[src/design/iexq_pkg.sv]
// Shared types, widths and codes for the image exposure quality check.
// Used by every module of the block; depends on nothing.
`default_nettype none

package iexq_pkg;

   localparam int MAX_PIXELS = 4194304;
   localparam int CNT_W      = $clog2(MAX_PIXELS + 1);
   localparam int SUM_W      = CNT_W + 8;
   localparam int SQ_W       = CNT_W + 16;
   localparam int DEV_W      = SQ_W;
   localparam int CALC_W     = DEV_W + 2;
   localparam int RATIO_W    = 17;
   localparam int PROD_W     = CNT_W + RATIO_W;
   localparam int QUO_W      = 24;
   localparam int ITER_W     = 5;
   localparam int OUT_W      = 23;
   localparam int ADDR_W     = 5;
   localparam int Q_DEPTH    = 2;
   localparam int Q_PTR_W    = 1;

   localparam logic [CNT_W-1:0] MAX_CNT = CNT_W'(MAX_PIXELS);
   localparam logic [OUT_W-1:0] SAT23   = '1;

   localparam logic [2:0] STATUS_OK        = 3'd0;
   localparam logic [2:0] STATUS_BRIGHT    = 3'd1;
   localparam logic [2:0] STATUS_DARK      = 3'd2;
   localparam logic [2:0] STATUS_FLAT      = 3'd3;
   localparam logic [2:0] STATUS_MANY_HIGH = 3'd4;
   localparam logic [2:0] STATUS_MANY_LOW  = 3'd5;

   localparam logic [2:0] REG_OVER_LIMIT  = 3'd0;
   localparam logic [2:0] REG_UNDER_LIMIT = 3'd1;
   localparam logic [2:0] REG_MEAN_UPPER  = 3'd2;
   localparam logic [2:0] REG_MEAN_LOWER  = 3'd3;
   localparam logic [2:0] REG_VAR_THRESH  = 3'd4;
   localparam logic [2:0] REG_HIGH_RATIO  = 3'd5;
   localparam logic [2:0] REG_LOW_RATIO   = 3'd6;

   typedef struct packed {
      logic [CNT_W-1:0] count;
      logic [SUM_W-1:0] sum;
      logic [SQ_W-1:0]  sqsum;
      logic [CNT_W-1:0] bright;
      logic [CNT_W-1:0] dark;
      logic             ovf;
   } snap_type;

   typedef struct packed {
      logic [7:0]         over_limit;
      logic [7:0]         under_limit;
      logic [7:0]         mean_upper;
      logic [7:0]         mean_lower;
      logic [OUT_W-1:0]   var_threshold;
      logic [RATIO_W-1:0] high_ratio;
      logic [RATIO_W-1:0] low_ratio;
   } cfg_type;

   typedef struct packed {
      logic [7:0]       mean;
      logic [OUT_W-1:0] variance;
      logic [OUT_W-1:0] bright;
      logic [OUT_W-1:0] dark;
      logic [2:0]       status;
      logic             ovf;
   } result_type;

endpackage

`default_nettype wire

[src/design/image_exposure_quality_check.sv]
// Image exposure quality check: a pixel is accepted in every cycle while the
// snapshot queue has room (full low). Each image's last pixel moves a snapshot of
// its statistics into a two-entry queue; the back end then works through each
// image (an 8-step and a 24-step bit-serial divider plus five multiply and decide
// steps) before the result appears at the result ports. Pixel input stalls only
// when two finished images already wait for the back end.
// Depends on iexq_pkg, iexq_front, iexq_queue and iexq_back.
`default_nettype none

module image_exposure_quality_check (
   input  wire logic                        clock,
   input  wire logic                        reset,
   input  wire logic                        push,
   output logic                             full,
   input  wire logic [7:0]                  req_pixel,
   input  wire logic                        req_last_pixel,
   output logic                             empty,
   input  wire logic                        pop,
   output logic [7:0]                       rsp_mean_value,
   output logic [22:0]                      rsp_variance_q8,
   output logic [22:0]                      rsp_bright_count,
   output logic [22:0]                      rsp_dark_count,
   output logic [2:0]                       rsp_status,
   output logic                             rsp_overflow,
   input  wire logic                        psel,
   input  wire logic                        penable,
   input  wire logic                        pwrite,
   input  wire logic [iexq_pkg::ADDR_W-1:0] paddr,
   input  wire logic [31:0]                 pwdata,
   output logic [31:0]                      prdata,
   output logic                             pready
);
   import iexq_pkg::*;

   localparam cfg_type CFG_RESET = '{
      over_limit:    8'd250,
      under_limit:   8'd5,
      mean_upper:    8'd200,
      mean_lower:    8'd30,
      var_threshold: 23'd25600,
      high_ratio:    17'd3277,
      low_ratio:     17'd3277
   };

   cfg_type    cfg_ff, cfg_in;
   logic       wr_en;
   logic [2:0] reg_idx;
   logic       snap_push, q_full, q_empty, q_pop;
   snap_type   snap, q_data;
   result_type result;

   assign pready  = 1'b1;
   assign wr_en   = psel && penable && pwrite;
   assign reg_idx = paddr[ADDR_W-1:2];

   always_comb begin
      cfg_in = cfg_ff;
      if (wr_en) begin
         unique case (reg_idx)
            REG_OVER_LIMIT:  cfg_in.over_limit    = pwdata[7:0];
            REG_UNDER_LIMIT: cfg_in.under_limit   = pwdata[7:0];
            REG_MEAN_UPPER:  cfg_in.mean_upper    = pwdata[7:0];
            REG_MEAN_LOWER:  cfg_in.mean_lower    = pwdata[7:0];
            REG_VAR_THRESH:  cfg_in.var_threshold = pwdata[OUT_W-1:0];
            REG_HIGH_RATIO:  cfg_in.high_ratio    = pwdata[RATIO_W-1:0];
            REG_LOW_RATIO:   cfg_in.low_ratio     = pwdata[RATIO_W-1:0];
            default: ;
         endcase
      end
   end

   always_comb begin
      unique case (reg_idx)
         REG_OVER_LIMIT:  prdata = 32'(cfg_ff.over_limit);
         REG_UNDER_LIMIT: prdata = 32'(cfg_ff.under_limit);
         REG_MEAN_UPPER:  prdata = 32'(cfg_ff.mean_upper);
         REG_MEAN_LOWER:  prdata = 32'(cfg_ff.mean_lower);
         REG_VAR_THRESH:  prdata = 32'(cfg_ff.var_threshold);
         REG_HIGH_RATIO:  prdata = 32'(cfg_ff.high_ratio);
         REG_LOW_RATIO:   prdata = 32'(cfg_ff.low_ratio);
         default:         prdata = '0;
      endcase
   end

   always_ff @(posedge clock) begin
      if (reset) begin
         cfg_ff <= CFG_RESET;
      end else begin
         cfg_ff <= cfg_in;
      end
   end

   iexq_front u_front (
      .clock      (clock),
      .reset      (reset),
      .push       (push),
      .pixel      (req_pixel),
      .last_pixel (req_last_pixel),
      .cfg        (cfg_ff),
      .q_full     (q_full),
      .full       (full),
      .snap_push  (snap_push),
      .snap       (snap)
   );

   iexq_queue u_queue (
      .clock   (clock),
      .reset   (reset),
      .push    (snap_push),
      .wr_data (snap),
      .pop     (q_pop),
      .full    (q_full),
      .empty   (q_empty),
      .rd_data (q_data)
   );

   iexq_back u_back (
      .clock   (clock),
      .reset   (reset),
      .q_empty (q_empty),
      .q_data  (q_data),
      .cfg     (cfg_ff),
      .pop     (pop),
      .q_pop   (q_pop),
      .empty   (empty),
      .result  (result)
   );

   assign rsp_mean_value   = result.mean;
   assign rsp_variance_q8  = result.variance;
   assign rsp_bright_count = result.bright;
   assign rsp_dark_count   = result.dark;
   assign rsp_status       = result.status;
   assign rsp_overflow     = result.ovf;

endmodule

`default_nettype wire

[src/design/iexq_front.sv]
// Front end: accepts pixels, accumulates per-image statistics, hands a snapshot
// to the image queue on the last pixel. Depends on iexq_pkg.
`default_nettype none

module iexq_front (
   input  wire logic              clock,
   input  wire logic              reset,
   input  wire logic              push,
   input  wire logic [7:0]        pixel,
   input  wire logic              last_pixel,
   input  wire iexq_pkg::cfg_type cfg,
   input  wire logic              q_full,
   output logic                   full,
   output logic                   snap_push,
   output iexq_pkg::snap_type     snap
);
   import iexq_pkg::*;

   snap_type acc_ff, acc_in, upd;
   logic     accept;

   assign accept    = push && !q_full;
   assign full      = q_full;
   assign snap_push = accept && last_pixel;
   assign snap      = upd;

   always_comb begin
      upd = acc_ff;
      if (accept) begin
         if (acc_ff.count == MAX_CNT) begin
            upd.ovf = 1'b1;
         end else begin
            upd.count  = acc_ff.count + CNT_W'(1);
            upd.sum    = acc_ff.sum + SUM_W'(pixel);
            upd.sqsum  = acc_ff.sqsum + SQ_W'(16'(pixel * pixel));
            upd.bright = acc_ff.bright + CNT_W'(pixel > cfg.over_limit);
            upd.dark   = acc_ff.dark + CNT_W'(pixel < cfg.under_limit);
         end
      end
      acc_in = snap_push ? '0 : upd;
   end

   always_ff @(posedge clock) begin
      if (reset) begin
         acc_ff <= '0;
      end else begin
         acc_ff <= acc_in;
      end
   end

endmodule

`default_nettype wire

[src/design/iexq_queue.sv]
// Short queue of per-image snapshots between front and back end.
// Depends on iexq_pkg.
`default_nettype none

module iexq_queue (
   input  wire logic               clock,
   input  wire logic               reset,
   input  wire logic               push,
   input  wire iexq_pkg::snap_type wr_data,
   input  wire logic               pop,
   output logic                    full,
   output logic                    empty,
   output iexq_pkg::snap_type      rd_data
);
   import iexq_pkg::*;

   snap_type               entry_ff [Q_DEPTH];
   logic [Q_PTR_W-1:0]     wr_ptr_ff, wr_ptr_in, rd_ptr_ff, rd_ptr_in;
   logic [Q_PTR_W:0]       cnt_ff, cnt_in;
   logic                   do_push, do_pop;

   assign full    = cnt_ff == (Q_PTR_W + 1)'(Q_DEPTH);
   assign empty   = cnt_ff == '0;
   assign do_push = push && !full;
   assign do_pop  = pop && !empty;
   assign rd_data = entry_ff[rd_ptr_ff];

   always_comb begin
      wr_ptr_in = do_push ? wr_ptr_ff + Q_PTR_W'(1) : wr_ptr_ff;
      rd_ptr_in = do_pop ? rd_ptr_ff + Q_PTR_W'(1) : rd_ptr_ff;
      cnt_in    = cnt_ff + (Q_PTR_W + 1)'(do_push) - (Q_PTR_W + 1)'(do_pop);
   end

   always_ff @(posedge clock) begin
      if (reset) begin
         wr_ptr_ff <= '0;
         rd_ptr_ff <= '0;
         cnt_ff    <= '0;
      end else begin
         wr_ptr_ff <= wr_ptr_in;
         rd_ptr_ff <= rd_ptr_in;
         cnt_ff    <= cnt_in;
      end
   end

   always_ff @(posedge clock) begin
      if (do_push) begin
         entry_ff[wr_ptr_ff] <= wr_data;
      end
   end

endmodule

`default_nettype wire

[src/design/iexq_back.sv]
// Back end: per image, bit-serial divisions for mean and variance, ratio checks,
// status decision, result register. Depends on iexq_pkg.
`default_nettype none

module iexq_back (
   input  wire logic               clock,
   input  wire logic               reset,
   input  wire logic               q_empty,
   input  wire iexq_pkg::snap_type q_data,
   input  wire iexq_pkg::cfg_type  cfg,
   input  wire logic               pop,
   output logic                    q_pop,
   output logic                    empty,
   output iexq_pkg::result_type    result
);
   import iexq_pkg::*;

   localparam logic [2:0] S_IDLE = 3'd0;
   localparam logic [2:0] S_DIV  = 3'd1;
   localparam logic [2:0] S_MUL1 = 3'd2;
   localparam logic [2:0] S_MUL2 = 3'd3;
   localparam logic [2:0] S_MUL3 = 3'd4;
   localparam logic [2:0] S_RHI  = 3'd5;
   localparam logic [2:0] S_RLO  = 3'd6;
   localparam logic [2:0] S_DONE = 3'd7;

   logic [2:0]        state_ff, state_in;
   logic [ITER_W-1:0] iter_ff, iter_in;
   logic              phase_ff, phase_in;
   logic              out_valid_ff, out_valid_in;
   snap_type          snap_ff, snap_in;
   logic [CNT_W-1:0]  rem_ff, rem_in;
   logic [QUO_W-1:0]  dvd_ff, dvd_in, quo_ff, quo_in;
   logic [7:0]        mean_ff, mean_in;
   logic [OUT_W-1:0]  var_ff, var_in;
   logic [15:0]       mm_ff, mm_in;
   logic [CALC_W-1:0] dev_ff, dev_in;
   logic [PROD_W-1:0] prod_ff, prod_in;
   logic              hi_ff, hi_in;
   result_type        out_ff, out_in;

   logic [CNT_W:0]    rem_sh;
   logic              ge;
   logic [QUO_W-1:0]  quo_fin;
   logic              n_zero;
   logic [DEV_W-1:0]  msum, nmm;
   logic [CALC_W-1:0] dev_sum;
   logic              lo_hit;
   logic [2:0]        status;
   logic              out_free;

   function automatic logic [OUT_W-1:0] sat_cnt(input logic [CNT_W-1:0] v);
      logic [CNT_W:0] ve;
      ve = (CNT_W + 1)'(v);
      return (ve > (CNT_W + 1)'(SAT23)) ? SAT23 : OUT_W'(v);
   endfunction

   assign empty    = !out_valid_ff;
   assign result   = out_ff;
   assign out_free = !out_valid_ff || pop;
   assign n_zero   = snap_ff.count == '0;

   always_comb begin
      rem_sh  = {rem_ff, dvd_ff[QUO_W-1]};
      ge      = rem_sh >= (CNT_W + 1)'(snap_ff.count);
      quo_fin = {quo_ff[QUO_W-2:0], ge};
      msum    = mean_ff * snap_ff.sum;
      nmm     = snap_ff.count * mm_ff;
      dev_sum = dev_ff + CALC_W'(nmm);
      lo_hit  = (PROD_W'({snap_ff.dark, 16'b0})) > prod_ff;
      priority if (mean_ff > cfg.mean_upper) begin
         status = STATUS_BRIGHT;
      end else if (mean_ff < cfg.mean_lower) begin
         status = STATUS_DARK;
      end else if (var_ff < cfg.var_threshold) begin
         status = STATUS_FLAT;
      end else if (hi_ff) begin
         status = STATUS_MANY_HIGH;
      end else if (lo_hit) begin
         status = STATUS_MANY_LOW;
      end else begin
         status = STATUS_OK;
      end
   end

   always_comb begin
      state_in     = state_ff;
      iter_in      = iter_ff;
      phase_in     = phase_ff;
      out_valid_in = out_valid_ff && !pop;
      snap_in      = snap_ff;
      rem_in       = rem_ff;
      dvd_in       = dvd_ff;
      quo_in       = quo_ff;
      mean_in      = mean_ff;
      var_in       = var_ff;
      mm_in        = mm_ff;
      dev_in       = dev_ff;
      prod_in      = prod_ff;
      hi_in        = hi_ff;
      out_in       = out_ff;
      q_pop        = 1'b0;
      unique case (state_ff)
         S_IDLE: begin
            if (!q_empty) begin
               q_pop    = 1'b1;
               snap_in  = q_data;
               rem_in   = q_data.sum[SUM_W-1:8];
               dvd_in   = {q_data.sum[7:0], 16'b0};
               quo_in   = '0;
               iter_in  = ITER_W'(8);
               phase_in = 1'b0;
               state_in = S_DIV;
            end
         end
         S_DIV: begin
            rem_in  = ge ? CNT_W'(rem_sh - (CNT_W + 1)'(snap_ff.count)) : CNT_W'(rem_sh);
            dvd_in  = {dvd_ff[QUO_W-2:0], 1'b0};
            quo_in  = quo_fin;
            iter_in = iter_ff - ITER_W'(1);
            if (iter_ff == ITER_W'(1)) begin
               if (!phase_ff) begin
                  mean_in  = n_zero ? 8'd0 : quo_fin[7:0];
                  state_in = S_MUL1;
               end else begin
                  if (n_zero) begin
                     var_in = '0;
                  end else if (quo_fin > QUO_W'(SAT23)) begin
                     var_in = SAT23;
                  end else begin
                     var_in = OUT_W'(quo_fin);
                  end
                  state_in = S_RHI;
               end
            end
         end
         S_MUL1: begin
            mm_in    = mean_ff * mean_ff;
            state_in = S_MUL2;
         end
         S_MUL2: begin
            dev_in   = CALC_W'(snap_ff.sqsum) - CALC_W'({msum, 1'b0});
            state_in = S_MUL3;
         end
         S_MUL3: begin
            rem_in   = dev_sum[DEV_W-1:16];
            dvd_in   = {dev_sum[15:0], 8'b0};
            quo_in   = '0;
            iter_in  = ITER_W'(QUO_W);
            phase_in = 1'b1;
            state_in = S_DIV;
         end
         S_RHI: begin
            prod_in  = snap_ff.count * cfg.high_ratio;
            state_in = S_RLO;
         end
         S_RLO: begin
            hi_in    = (PROD_W'({snap_ff.bright, 16'b0})) > prod_ff;
            prod_in  = snap_ff.count * cfg.low_ratio;
            state_in = S_DONE;
         end
         S_DONE: begin
            if (out_free) begin
               out_in.mean     = mean_ff;
               out_in.variance = var_ff;
               out_in.bright   = sat_cnt(snap_ff.bright);
               out_in.dark     = sat_cnt(snap_ff.dark);
               out_in.status   = status;
               out_in.ovf      = snap_ff.ovf;
               out_valid_in    = 1'b1;
               state_in        = S_IDLE;
            end
         end
      endcase
   end

   always_ff @(posedge clock) begin
      if (reset) begin
         state_ff     <= S_IDLE;
         out_valid_ff <= 1'b0;
         iter_ff      <= '0;
         phase_ff     <= 1'b0;
      end else begin
         state_ff     <= state_in;
         out_valid_ff <= out_valid_in;
         iter_ff      <= iter_in;
         phase_ff     <= phase_in;
      end
   end

   always_ff @(posedge clock) begin
      snap_ff <= snap_in;
      rem_ff  <= rem_in;
      dvd_ff  <= dvd_in;
      quo_ff  <= quo_in;
      mean_ff <= mean_in;
      var_ff  <= var_in;
      mm_ff   <= mm_in;
      dev_ff  <= dev_in;
      prod_ff <= prod_in;
      hi_ff   <= hi_in;
      out_ff  <= out_in;
   end

endmodule

`default_nettype wire

[config.mk]
export PLATFORM = sky130hd
export DESIGN_NAME = image_exposure_quality_check
export DESIGN_NICKNAME = d
export VERILOG_FILES = /design/src/design/iexq_pkg.sv /design/src/design/image_exposure_quality_check.sv /design/src/design/iexq_front.sv /design/src/design/iexq_queue.sv /design/src/design/iexq_back.sv
export SDC_FILE = /design/constraint.sdc
export NUM_CORES = 2
export LEC_CHECK = 0
export BUFFER_PORTS_ARGS = -buffer_cell sky130_fd_sc_hd__buf_2
export CORE_ASPECT_RATIO = 1.4
export CORE_MARGIN = 2
export CORE_UTILIZATION = 40
export DETAILED_ROUTE_END_ITERATION = 7
export GPL_ROUTABILITY_DRIVEN = 0
export PLACE_DENSITY = 0.6
export SYNTH_ARGS = -nofsm -noshare
export SYNTH_HDL_FRONTEND = slang
export SYNTH_SLANG_ARGS = --single-unit
[constraint.sdc]
create_clock -name clock -period 12.6 [get_ports clock]
set_input_delay 1.89 -clock clock [delete_from_list [all_inputs] [get_ports clock]]
set_output_delay 1.89 -clock clock [all_outputs]
set_load 0.01 [all_outputs]
==> metrics.md <==
| Metric | Value |
|---|---|
| Status | finished, final reports clean |
| Post-synthesis sequential area ratio | 0.286 |
| Min-delay src | u_back.snap_ff[0]$_DFFE_PP_ |
| Layout Area Growth over Synthesis | 7.88% |
| Rows | 205 |
| Core Area | 0.223 mm^2 |
| First-pass GRT wire length | 383000 um |
| Final worst-path cycle share | 0.674 |
| Max-Cap Viols | 0 |
| Gate Count Post-Synth | 8982 |
| Arr. time, crit path | 9030 ps |
| Setup TNS | 0 ps |
| Dpl hpwl | 184000 um |
| GR peak layer | met2 |
| Hold WC Path Type | flop to flop |
| Met3 Usage GRT | 0.0327 |
| Vias in the first global route | 67600 |
| Clock Latency Late Sink | 780 ps |
| Total GRT Usage | 0.217 |
| Hold Path Stages | 0 |
| Most frequent cells in the layout | 1593 x inv_1, 1237 x nand2_1, 1177 x fa_1 |
| I/O Buffers | 147 |
| Met2 usage | 0.386 |
| Unique masters post-synth | 95 |
| CTS Sinks | 933 |
| CP Launch Point | u_back.mean_ff[2]$_SDFFCE_PN0P_ |
| Commonest non-fill, non-tap cell in the layout | inv_1 |
| Final min period | 8490 ps |
| 1st-pass router iterations | 6 |
| Critical Path End Type | flop |
| Via count | 62800 |
| Synthesized area per cell | 9.96 um^2 |
| Initial Util | 0.402 |
| Critical path type | flop to flop |
| RSZ-0062 raised after global routing | false |
| Setup violators final | 0 |
| Register-to-Register Path Depth | 27 |
| Global route total overflow | 0 |
| Via density | 5.27 |
| Overall routed net length | 243000 um |
| Worst-Margin Slew | 1250 ps |
| Worst slew margin | 0.162 |
| Setup Fix Bufs, Post-CTS | 0 |
| # resized after CTS | 0 |
| Startpoint Class | flop |
| Grt met1 use | 0.255 |
| Reg2reg start | u_back.mean_ff[2]$_SDFFCE_PN0P_ |
| Data required time of the critical path | 13140 ps |
| CP top delay family | compound AO/OA/AOI/OAI gates |
| CTS tree | yes |
| Fin nets | 10800 |
| IO Pins | 169 |
| Mapped cell area | 0.0895 mm^2 |
| Initial antenna violation count | 10 |
| Num CTS Buffers | 97 |
| Initial drt markers | 3881 |
| Synth warnings | 0 |
| Final Slew Violations | 0 |
| # hold bufs at CTS | 0 |
| Share of layout cells above drive strength 1 | 0.0694 |
| Antenna viol nets, final | 0 |
| Root Buffer | clkbuf_16 |
| Crit path buf inv count | 3 |
| Die width | 404 um |
| H-tree depth | 3 |
| Top_reg_cell synth | edfxtp_1 |
| Post-synth ARST share | 0 |
| Slowest stage delay, CP | 810 ps |
| Longest Clk Path Bufs | 3 |
| Slowest-stage cell, CP | edfxtp_1 |
| Routed len/inst | 20.4 um |
| Worst-path clk slew | 70 ps |
| Worst Path Max Fanout | 32 |
| #FFs+latches synth | 933 |
| Layout Skew | 70.7 ps |
| Post-synth EDFFs | 689 |
| Hold Vio Cnt, Final | 0 |
| F_max | 118 MHz |
| DIE HEIGHT | 564 um |
| CP Depth | 27 |
| DRC violations left | 0 |
| Largest net degree at the start of global routing | 116 |
| R2r setup slk | 4110 ps |
| Die area | 0.228 mm^2 |
==> path summary, 6_finish.rpt <==
check / endpoint
min reg2reg: u_back.result[0]$_DFFE_PP_
max: u_back.dev_ff[38]$_DFFE_PN_
min: u_back.result[0]$_DFFE_PP_
max reg2reg: u_back.dev_ff[38]$_DFFE_PN_
==> routing by layer <==
metal / vias up / share of wire
met5: - / 0.000053
met4: 2 / 0.051
met3: 555 / 0.060
met2: 1814 / 0.51
met1: 32100 / 0.38
li1: 28300 / -
==> logic make-up after synthesis <==
kind of cell    count (synthesis)  share of synthesized area
other cells                     2                  0.0000839
flops                         933                      0.286
mux                           197                     0.0243
xor+xnor                      330                     0.0323
buf+inv                      2027                     0.0856
compound gates                963                     0.0707
fa+ha+maj                    1835                      0.355
simple gates                 2695                      0.146
==> flip-flops by register name, summed over array words and instances (netlist names), 8 cells and up, named ones only <==
signal / cells
u_back.var_ff: 23
u_front.acc_ff: 140
u_back.snap_ff: 140
u_queue.entry_ff: 280
u_back.dvd_ff: 16
u_back.result: 81
cfg_ff: 89
u_back.rem_ff: 23
u_back.prod_ff: 40
u_back.quo_ff: 23
u_back.dev_ff: 39
u_back.mean_ff: 8
u_back.mm_ff: 15
==> cell usage after synthesis (all sizes together), types with 130 or more instances <==
cell | number | share of area
inv | 1593 | 0.067
nand2 | 1239 | 0.052
fa | 1177 | 0.26
edfxtp | 689 | 0.23
ha | 658 | 0.092
and2 | 593 | 0.041
clkbuf | 396 | 0.017
a21oi | 283 | 0.016
nor2 | 247 | 0.010
dfxtp | 244 | 0.055
xnor2 | 200 | 0.020
o21ai | 189 | 0.011
nor2b | 187 | 0.013
a21o | 161 | 0.014
mux2 | 144 | 0.018
xor2 | 130 | 0.013
==> area by class of cell <==
cell class	count	area, um^2
diodes	14	35.0
clock buffers	132	2700
clock inverters	52	631
fillers	21200	126000
inverters	1595	5990
multi-input cells	6032	56400
flip-flops and latches	933	25600
well taps	2898	3630
repair buffers	259	1590
==> through the flow <==
stage                     setup WS (ps)  hold slack [ps]  cell area [um^2]   util  instances
after CTS                          4050              407             96500  0.433      11900
after global routing               3830              411             96500  0.433      11900
final                              4110              409             96500  0.434      11900
after detailed placement           4090              411             93200  0.418      11700
after floorplan                    3920              400             89500      -       8992
after global placement             4150              404             93200  0.418      11700
Power is left out: the tool's default activity adds up to more than one toggle a clock period on the data nets, which glitch-free logic cannot reach.
